$ cat src/sv/rfidmtd_pkg.sv
// ----------------------------------------------------------------------------
// rfidmtd_pkg
// Shared types and constants of the RFID Manchester tag decoder.
// ----------------------------------------------------------------------------
package rfidmtd_pkg;

	localparam int DATA_ROWS_DEF  = 10;
	localparam int STORE_BITS_DEF = 64;

	localparam int HP_W       = 2;
	localparam int TICK_W     = 8;
	localparam int HDR_W      = 5;
	localparam int CNT_W      = 6;
	localparam int POS_W      = CNT_W + 1;
	localparam int TAG_W      = 40;
	localparam int CFG_DATA_W = 8;
	localparam int NIB_BITS   = 4;

	localparam logic [HDR_W-1:0]  HEADER_EDGES    = 5'd17;
	localparam logic [TICK_W-1:0] QUARTER_RESET   = 8'd64;
	localparam logic [CNT_W-1:0]  FRAME_END_RESET = 6'd54;

	// Gap codes of the half-period counter.
	localparam logic [HP_W-1:0] HP_NONE = 2'd0;
	localparam logic [HP_W-1:0] HP_ONE  = 2'd1;
	localparam logic [HP_W-1:0] HP_TWO  = 2'd2;

	typedef enum logic {
		CFG_QUARTER   = 1'b0,
		CFG_FRAME_END = 1'b1
	} cfg_reg_t;

	typedef enum logic [1:0] {
		FS_OK      = 2'd0,
		FS_ROW_ERR = 2'd1,
		FS_COL_ERR = 2'd2
	} frame_status_t;

	typedef enum logic [1:0] {
		PH_IDLE   = 2'd0,
		PH_STOP   = 2'd1,
		PH_HEADER = 2'd2,
		PH_READ   = 2'd3
	} phase_t;

	typedef enum logic [1:0] {
		ST_IDLE  = 2'd0,
		ST_START = 2'd1,
		ST_CHECK = 2'd2
	} ctl_state_t;

	typedef struct packed {
		logic [HP_W-1:0]   half_periods;
		logic [TICK_W-1:0] sub_ticks;
		logic              demod_level;
	} in_t;

	typedef struct packed {
		logic             next_edge_rising;
		logic             frame_done;
		logic [1:0]       frame_status;
		logic [TAG_W-1:0] tag_id;
	} out_t;

	typedef struct packed {
		logic frame_end;
		logic next_rising;
		logic edge_rising;
	} dec_stat_t;

	typedef struct packed {
		logic             done;
		logic [1:0]       status;
		logic [TAG_W-1:0] tag;
	} chk_res_t;

endpackage

$ cat src/sv/rfidmtd_edge.sv
// ----------------------------------------------------------------------------
// rfidmtd_edge
// Edge sequencer: stop bit and header search, Manchester bit recovery into
// the frame store, and tracking of the edge polarity to wait for.
// ----------------------------------------------------------------------------
module rfidmtd_edge
	import rfidmtd_pkg::*;
#(
	parameter int STORE_BITS = STORE_BITS_DEF
) (
	input  logic                  clk,
	input  logic                  arst_n,
	input  logic                  step,
	input  in_t                   word,
	input  logic [TICK_W-1:0]     quarter_threshold,
	input  logic [CNT_W-1:0]      frame_end_count,
	output logic [STORE_BITS-1:0] frame_store,
	output dec_stat_t             stat
);

	phase_t                ph_q, ph_d;
	logic [HDR_W-1:0]      hdr_q, hdr_d, hdr_inc;
	logic                  last_q, last_d;
	logic [CNT_W-1:0]      cnt_q, cnt_d;
	logic [STORE_BITS-1:0] store_q, store_d;
	logic                  er_q, er_d;
	logic                  frame_end;
	logic                  set_en;
	logic [POS_W-1:0]      set_pos;
	logic [POS_W-1:0]      cnt_sum;

	always_comb begin
		ph_d      = ph_q;
		hdr_d     = hdr_q;
		last_d    = last_q;
		cnt_d     = cnt_q;
		store_d   = store_q;
		er_d      = er_q;
		frame_end = 1'b0;
		set_en    = 1'b0;
		set_pos   = {1'b0, cnt_q};
		hdr_inc   = hdr_q + 5'd1;
		cnt_sum   = {1'b0, cnt_q};
		case (ph_q)
			PH_IDLE: begin
				er_d = 1'b0;
				ph_d = PH_STOP;
			end
			PH_STOP: begin
				er_d = 1'b1;
				if (word.half_periods == HP_ONE) begin
					hdr_d = 5'd1;
					ph_d  = PH_HEADER;
				end else begin
					ph_d = PH_IDLE;
				end
			end
			PH_HEADER: begin
				if (word.half_periods == HP_NONE) begin
					hdr_d = hdr_inc;
					if (hdr_inc == HEADER_EDGES) begin
						last_d  = 1'b1;
						cnt_d   = '0;
						store_d = '0;
						er_d    = 1'b0;
						ph_d    = PH_READ;
					end else begin
						er_d = ~er_q;
					end
				end else begin
					er_d = 1'b0;
					ph_d = PH_STOP;
				end
			end
			PH_READ: begin
				// A short one-period gap repeats the previous bit; a longer one yields a
				// zero at low level, else a zero followed by a one, as a two-period gap does.
				if (word.half_periods == HP_ONE && word.sub_ticks < quarter_threshold) begin
					set_en  = last_q;
					cnt_sum = {1'b0, cnt_q} + 7'd1;
				end else if (word.half_periods == HP_ONE && !word.demod_level) begin
					last_d  = 1'b0;
					cnt_sum = {1'b0, cnt_q} + 7'd1;
				end else if (word.half_periods == HP_ONE || word.half_periods == HP_TWO) begin
					set_en  = 1'b1;
					set_pos = {1'b0, cnt_q} + 7'd1;
					last_d  = 1'b1;
					cnt_sum = {1'b0, cnt_q} + 7'd2;
				end
				cnt_d = cnt_sum[CNT_W-1:0];
				if (cnt_sum > {1'b0, frame_end_count}) begin
					frame_end = 1'b1;
					er_d      = 1'b1;
					ph_d      = PH_IDLE;
				end
			end
			default: begin
				ph_d = PH_IDLE;
			end
		endcase
		for (int i = 0; i < STORE_BITS; i++) begin
			if (set_en && set_pos == POS_W'(i)) begin
				store_d[i] = 1'b1;
			end
		end
	end

	always_comb begin
		frame_store      = store_q;
		stat.frame_end   = frame_end;
		stat.next_rising = er_d;
		stat.edge_rising = er_q;
	end

	always_ff @(posedge clk or negedge arst_n) begin
		if (!arst_n) begin
			ph_q    <= PH_IDLE;
			hdr_q   <= '0;
			last_q  <= 1'b0;
			cnt_q   <= '0;
			store_q <= '0;
			er_q    <= 1'b1;
		end else if (step) begin
			ph_q    <= ph_d;
			hdr_q   <= hdr_d;
			last_q  <= last_d;
			cnt_q   <= cnt_d;
			store_q <= store_d;
			er_q    <= er_d;
		end
	end

endmodule

$ cat src/sv/rfidmtd_check.sv
// ----------------------------------------------------------------------------
// rfidmtd_check
// Bit-serial frame checker: shifts the frame store out one bit per cycle,
// assembles the tag and checks row and column even parity.
// ----------------------------------------------------------------------------
module rfidmtd_check
	import rfidmtd_pkg::*;
#(
	parameter int DATA_ROWS  = DATA_ROWS_DEF,
	parameter int STORE_BITS = STORE_BITS_DEF
) (
	input  logic                  clk,
	input  logic                  arst_n,
	input  logic                  start,
	input  logic [STORE_BITS-1:0] frame_store,
	output chk_res_t              result
);

	localparam int ROW_W = $clog2(DATA_ROWS + 1);

	logic                  busy_q;
	logic                  done_q;
	logic [2:0]            col_q;
	logic [ROW_W-1:0]      row_q;
	logic [STORE_BITS-1:0] sr_q;
	logic [TAG_W-1:0]      tag_q;
	logic                  rpar_q;
	logic [NIB_BITS-1:0]   cpar_q;
	logic                  row_err_q;
	logic                  col_err_q;
	logic                  cur_bit;
	logic                  data_row;
	logic                  data_col;
	logic                  last_step;

	assign cur_bit   = sr_q[0];
	assign data_row  = row_q < ROW_W'(DATA_ROWS);
	assign data_col  = col_q < 3'(NIB_BITS);
	assign last_step = busy_q && !data_row && col_q == 3'(NIB_BITS - 1);

	always_ff @(posedge clk or negedge arst_n) begin
		if (!arst_n) begin
			busy_q <= 1'b0;
			done_q <= 1'b0;
			col_q  <= '0;
			row_q  <= '0;
		end else begin
			done_q <= last_step;
			if (start) begin
				busy_q <= 1'b1;
				col_q  <= '0;
				row_q  <= '0;
			end else if (busy_q) begin
				if (last_step) begin
					busy_q <= 1'b0;
				end
				if (data_row && !data_col) begin
					col_q <= '0;
					row_q <= row_q + ROW_W'(1);
				end else begin
					col_q <= col_q + 3'd1;
				end
			end
		end
	end

	// After a failing row the remaining nibbles enter the tag as zeros.
	always_ff @(posedge clk) begin
		if (start) begin
			sr_q      <= frame_store;
			tag_q     <= '0;
			rpar_q    <= 1'b0;
			cpar_q    <= '0;
			row_err_q <= 1'b0;
			col_err_q <= 1'b0;
		end else if (busy_q) begin
			sr_q <= sr_q >> 1;
			if (data_row) begin
				if (data_col) begin
					tag_q <= {tag_q[TAG_W-2:0], cur_bit & ~row_err_q};
					rpar_q <= rpar_q ^ cur_bit;
					cpar_q[col_q[1:0]] <= cpar_q[col_q[1:0]] ^ cur_bit;
				end else begin
					if (!row_err_q && rpar_q != cur_bit) begin
						row_err_q <= 1'b1;
					end
					rpar_q <= 1'b0;
				end
			end else if (cpar_q[col_q[1:0]] != cur_bit) begin
				col_err_q <= 1'b1;
			end
		end
	end

	always_comb begin
		result.done = done_q;
		result.tag  = tag_q;
		if (row_err_q) begin
			result.status = FS_ROW_ERR;
		end else if (col_err_q) begin
			result.status = FS_COL_ERR;
		end else begin
			result.status = FS_OK;
		end
	end

endmodule

$ cat src/sv/rfid_manchester_tag_decoder.sv
// ----------------------------------------------------------------------------
// rfid_manchester_tag_decoder
// Edge-event Manchester decoder for 64-bit read-only RFID tag frames.
// ----------------------------------------------------------------------------
// Every accepted edge event yields exactly one result word. An event that does
// not close a frame has its result loaded straight into the output register
// on acceptance. The event that closes a frame starts a parity scan that
// walks the frame store one bit per cycle, 5*DATA_ROWS+4 bits, after the
// start state; its result is loaded from the check state when the scan ends;
// no new event is taken during the scan. Configuration writes are always
// taken (cfg_ready is tied high) and belong between events.
module rfid_manchester_tag_decoder
	import rfidmtd_pkg::*;
#(
	parameter int DATA_ROWS  = DATA_ROWS_DEF,
	parameter int STORE_BITS = STORE_BITS_DEF
) (
	input  logic                  clk,
	input  logic                  arst_n,
	input  logic                  in_valid,
	output logic                  in_stall,
	input  in_t                   in_data,
	output logic                  out_valid,
	input  logic                  out_stall,
	output out_t                  out_data,
	input  logic                  cfg_valid,
	output logic                  cfg_ready,
	input  logic                  cfg_index,
	input  logic [CFG_DATA_W-1:0] cfg_data
);

	ctl_state_t            state_q, state_d;
	logic [TICK_W-1:0]     quarter_q;
	logic [CNT_W-1:0]      frame_end_q;
	logic                  out_valid_q;
	out_t                  out_q;
	logic                  in_acc;
	logic                  chk_start;
	logic [STORE_BITS-1:0] frame_store;
	dec_stat_t             dec_stat;
	chk_res_t              chk_res;

	assign cfg_ready = 1'b1;
	assign in_stall  = (state_q != ST_IDLE) || (out_valid_q && out_stall);
	assign in_acc    = in_valid && !in_stall;
	assign out_valid = out_valid_q;
	assign out_data  = out_q;

	always_ff @(posedge clk or negedge arst_n) begin
		if (!arst_n) begin
			quarter_q   <= QUARTER_RESET;
			frame_end_q <= FRAME_END_RESET;
		end else if (cfg_valid && cfg_ready) begin
			case (cfg_reg_t'(cfg_index))
				CFG_QUARTER:   quarter_q <= cfg_data;
				CFG_FRAME_END: frame_end_q <= cfg_data[CNT_W-1:0];
				default: ;
			endcase
		end
	end

	rfidmtd_edge #(
		.STORE_BITS(STORE_BITS)
	) u_edge (
		.clk              (clk),
		.arst_n           (arst_n),
		.step             (in_acc),
		.word             (in_data),
		.quarter_threshold(quarter_q),
		.frame_end_count  (frame_end_q),
		.frame_store      (frame_store),
		.stat             (dec_stat)
	);

	rfidmtd_check #(
		.DATA_ROWS (DATA_ROWS),
		.STORE_BITS(STORE_BITS)
	) u_check (
		.clk        (clk),
		.arst_n     (arst_n),
		.start      (chk_start),
		.frame_store(frame_store),
		.result     (chk_res)
	);

	always_comb begin
		state_d = state_q;
		case (state_q)
			ST_IDLE: begin
				if (in_acc && dec_stat.frame_end) begin
					state_d = ST_START;
				end
			end
			ST_START: state_d = ST_CHECK;
			ST_CHECK: begin
				if (chk_res.done) begin
					state_d = ST_IDLE;
				end
			end
			default: state_d = ST_IDLE;
		endcase
	end

	always_comb begin
		chk_start = (state_q == ST_START);
	end

	always_ff @(posedge clk or negedge arst_n) begin
		if (!arst_n) begin
			state_q     <= ST_IDLE;
			out_valid_q <= 1'b0;
		end else begin
			state_q <= state_d;
			if ((in_acc && !dec_stat.frame_end) || (state_q == ST_CHECK && chk_res.done)) begin
				out_valid_q <= 1'b1;
			end else if (!out_stall) begin
				out_valid_q <= 1'b0;
			end
		end
	end

	// The output word is loaded only when the register is empty or draining.
	always_ff @(posedge clk) begin
		if (in_acc && !dec_stat.frame_end) begin
			out_q.next_edge_rising <= dec_stat.next_rising;
			out_q.frame_done       <= 1'b0;
			out_q.frame_status     <= FS_OK;
			out_q.tag_id           <= '0;
		end else if (state_q == ST_CHECK && chk_res.done) begin
			out_q.next_edge_rising <= dec_stat.edge_rising;
			out_q.frame_done       <= 1'b1;
			out_q.frame_status     <= chk_res.status;
			out_q.tag_id           <= chk_res.tag;
		end
	end

	a_done_in_check: assert property (@(posedge clk) disable iff (!arst_n)
		chk_res.done |-> state_q == ST_CHECK)
		else $error("parity scan finished outside the check state");

	a_frame_waits_rising: assert property (@(posedge clk) disable iff (!arst_n)
		out_valid && out_data.frame_done |-> out_data.next_edge_rising)
		else $error("completed frame does not wait for a rising edge");

	a_no_frame_clean: assert property (@(posedge clk) disable iff (!arst_n)
		out_valid && !out_data.frame_done |->
			out_data.frame_status == FS_OK && out_data.tag_id == '0)
		else $error("status or tag reported without a completed frame");

	a_no_accept_during_scan: assert property (@(posedge clk) disable iff (!arst_n)
		state_q == ST_START |=> state_q == ST_CHECK && !in_acc)
		else $error("event accepted while the parity scan runs");

endmodule
$ cat config.mk
export PLATFORM = sky130hd
export DESIGN_NAME = rfid_manchester_tag_decoder
export DESIGN_NICKNAME = d
export VERILOG_FILES = /design/src/sv/rfidmtd_pkg.sv /design/src/sv/rfidmtd_edge.sv /design/src/sv/rfidmtd_check.sv /design/src/sv/rfid_manchester_tag_decoder.sv
export SDC_FILE = /design/constraint.sdc
export NUM_CORES = 1
export LEC_CHECK = 0
export BUFFER_PORTS_ARGS = -buffer_cell sky130_fd_sc_hd__buf_2
export CORE_ASPECT_RATIO = 0.6
export CORE_MARGIN = 3
export CORE_UTILIZATION = 60
export DETAILED_ROUTE_END_ITERATION = 6
export PLACE_DENSITY = 0.79
export SYNTH_ARGS = -nofsm -noshare
export SYNTH_HDL_FRONTEND = slang
export SYNTH_SLANG_ARGS = --single-unit
export TNS_END_PERCENT = 100
$ cat constraint.sdc
create_clock -name clk -period 11.66 [get_ports clk]
set_input_delay 0.583 -clock clk [delete_from_list [all_inputs] [get_ports clk]]
set_output_delay 0.583 -clock clk [all_outputs]
set_load 0.05 [all_outputs]
==> results.yml <==
power:
  comb_power_share: 0.257
  seq_power_share: 0.470
  peakVddDrop_uv: 161
  swShare: 0.343
  p_sw_mw: 0.968
  leakage_nw: 5.35
  power_density_nw_per_um2: 223
  clkPwrFrac: 0.273
  intPower_mw: 1.85
grt:
  grt_use_total: 0.254
  grt_max_degree: 97
  antenna_found_initial: 0
  grt_pass1_wl_mm: 43.5
  grt_pass1_vias: 8611
  grt_overflow: 0
drt:
  highest_layer: "met4"
  routedWlPerCell_um: 17.4
  met2_length_mm: 11.2
  routed_wl_mm: 26.1
  drtPass1Iterations: 6
  drcViolationCount: 0
  ant_nets: 0
  wl_met1_mm: 12.8
  viasPerCell: 5.89
  drtIter0Drc: 982
  routed-via-count: 8840
  wl_met3_mm: 1.74
timing:
  slew_headroom: 0.267
  whs_ns: 0.0687
  fmax_mhz: 248
  rsz0062_at_grt: "false"
  tightest_slew_ns: 1.07
  setup_slack_ns: 7.62
  hold_viol_final: 0
  setup_viol: 0
  tns_ns: 0
  report.final.slew_viol_count: 0
  fin_skew_ns: 0.0229
  min_period_ns: 4.04
  fin_crit_sh: 0.346
placement:
  place_area_um2: 11800
  portBuffers: 70
  dp_hpwl_mm: 16.3
  gp_congestion: 0.937
  dp_slack_ns: 7.52
  place_inst: 1456
cells_and_area:
  num-nets-final: 1292
  n_antenna_cell: 0
  multi_input_area_um2: 4620
  regArea_um2: 6390
  nFillCells: 1449
  drive_above_1_share: 0.129
  instances_no_fill: 1500
  area_growth_pct: 10.8
  final_cell_area_um2: 12600
logic_synthesis:
  synth_compound_area_frac: 0.162
  ys_ff_latch: 260
  synth.top_cell.area_share: 0.218
  yosys.area.top_type: "dfrtp_1"
  synth_edf_count: 65
  netlist_area_um2: 11400
  synth_commonest_cells: "nand2_1 (430), a21oi_1 (102), dfrtp_1 (99), dfxtp_1 (90), edfxtp_1 (65)"
  ys_async_sr_fraction: 0.404
  synthTopCellsByArea: "dfrtp_1 (22%), edfxtp_1 (17%), dfxtp_1 (16%)"
  avgSynthCellArea_um2: 9.43
  yosysMostFrequentCell: "nand2_1"
  synth_top_family_by_area: "simple AND/OR/NAND/NOR gates"
  syn_nets: 1257
  yosys_warnings: 0
  netlist_instances: 1207
  synthMuxAreaShare: 0.0125
  synth_cell_type_count: 75
  yosys.area_share.simple: 0.192
  synthFlopType: "dfrtp_1"
  synth.yosys.seq_area_share: 0.561
  synth_fa_ha_area_frac: 0.0275
  synth_xor_xnor_area_share: 0.0100
clock_tree:
  cts_tree: "yes"
  ctsHoldBuffers: 0
  cts_buffers: 24
  root_buffer: "clkbuf_16"
  cts_resized: 0
  cts_max_level: 1
  clk_pin_slew_ns: 0.06
  clock_sinks: 260
  post_cts_buffers: 0
  clkLatencyLatePin_ns: 0.53
  clock_path_buffers: 3
floorplanning:
  ios: 72
  die_x_um: 184
  start_util: 0.620
  fp.dieH_um: 113
  coreArea_um2: 18400
  rows: 38
  dieArea_um2: 20700
critical_path:
  cp-start-kind: "flop"
  path_class: "flop to flop"
  crit_arrival_ns: 4.28
  r2r_cells: 14
  end_kind: "flop"
  cp_max_fo: 17
  required_ns: 11.91
hold_path:
  worstHoldPathType: "input pin to asynchronous set/reset pin"
flow_run:
  drv_cap: 0
run_status:
  status: "completed"
cell families after synthesis:
logic type | count (synthesis)
flip-flops | 260
adder cells (fa/ha/maj) | 25
XOR/XNOR | 13
AND/OR/NAND/NOR | 535
other | 1
multiplexers | 12
buffers and inverters | 100
AO/OA/AOI/OAI | 261
power by group through the flow:
stage          Combinational [mW]  Clock (mW)  Sequential, mW
2_1_floorplan               0.531           0            1.30
3_3_place_gp                0.688           0            1.33
3_5_place_dp                0.711           0            1.34
4_1_cts                     0.718       0.781            1.32
5_1_grt                     0.808       0.821            1.35
6_report                    0.724       0.770            1.33
per-stage QoR:
stage           util  total power [mW]
3_5_place_dp   0.645              2.05
5_1_grt        0.688              2.98
3_3_place_gp   0.645              2.02
4_1_cts        0.688              2.82
6_report       0.688              2.82
2_1_floorplan      -              1.83
layout by cell type, fill, tap and decap left out, types with 10 or more instances in the layout:
cell type	netlist	routed
a21oi_1	102	102
a32o_1	32	32
buf_2	8	69
buf_4	1	10
clkbuf_16	0	25
dfrtp_1	99	99
dfxtp_1	90	90
edfxtp_1	65	65
ha_1	25	25
inv_1	29	29
nand2_1	430	429
nand3_1	15	14
nor2_1	39	37
o21ai_0	33	33
o31ai_1	28	28
registers in the layout (all words and copies together) (netlist names), 5 cells and up:
| register | cells |
|---|---|
| quarter_q | 8 |
| out_data | 44 |
| u_check.sr_q | 64 |
| u_edge.frame_store | 64 |
| u_check.tag_q | 40 |
| u_edge.hdr_q | 5 |
| u_edge.cnt_q | 6 |
| frame_end_q | 6 |
path summary, 6_finish.rpt:
path	startpoint	end	slack, ns
setup / recovery	quarter_q[6]	out_data[43]	7.62
hold / removal	arst_n	quarter_q[2]	0.07
setup reg to reg	quarter_q[6]	out_data[43]	7.62
hold reg to reg	out_data[5]	out_data[5]	0.45
max in group asynchronous	arst_n	u_edge.frame_store[63]	10.35
min in group clk	cfg_data[6]	quarter_q[6]	0.29
worst max-delay path, cell delays in order, from the launching register on:
cell      delay [ns]
dfstp_2         0.51
inv_1           0.04
ha_1            0.28
a21o_1          0.20
a221oi_2        0.40
o21a_4          0.31
o21ai_0         0.17
a311o_1         0.45
ha_1            0.31
nor2_1          0.06
a211oi_1        0.25
o21bai_1        0.12
o211a_1         0.17
o21ai_0         0.35
o21ai_0         0.16
cell type report:
cell class / instances / share of cell area
Clock buffer: 31 / 0.0529
Inverter: 30 / 0.00892
Sequential cell: 260 / 0.506
Clock inverter: 13 / 0.00853
Timing Repair Buffer: 79 / 0.0333
Tap cell: 240 / 0.0238
Multi-Input combinational cell: 847 / 0.366
per-layer routing:
metal / up-vias / track usage
li1: 4224 / -
met1: 4298 / 0.403
met2: 289 / 0.377
met3: 29 / 0.0385
met4: 0 / 0.0508
met5: - / 0
Note: power is estimated with default switching activity, not from simulation.
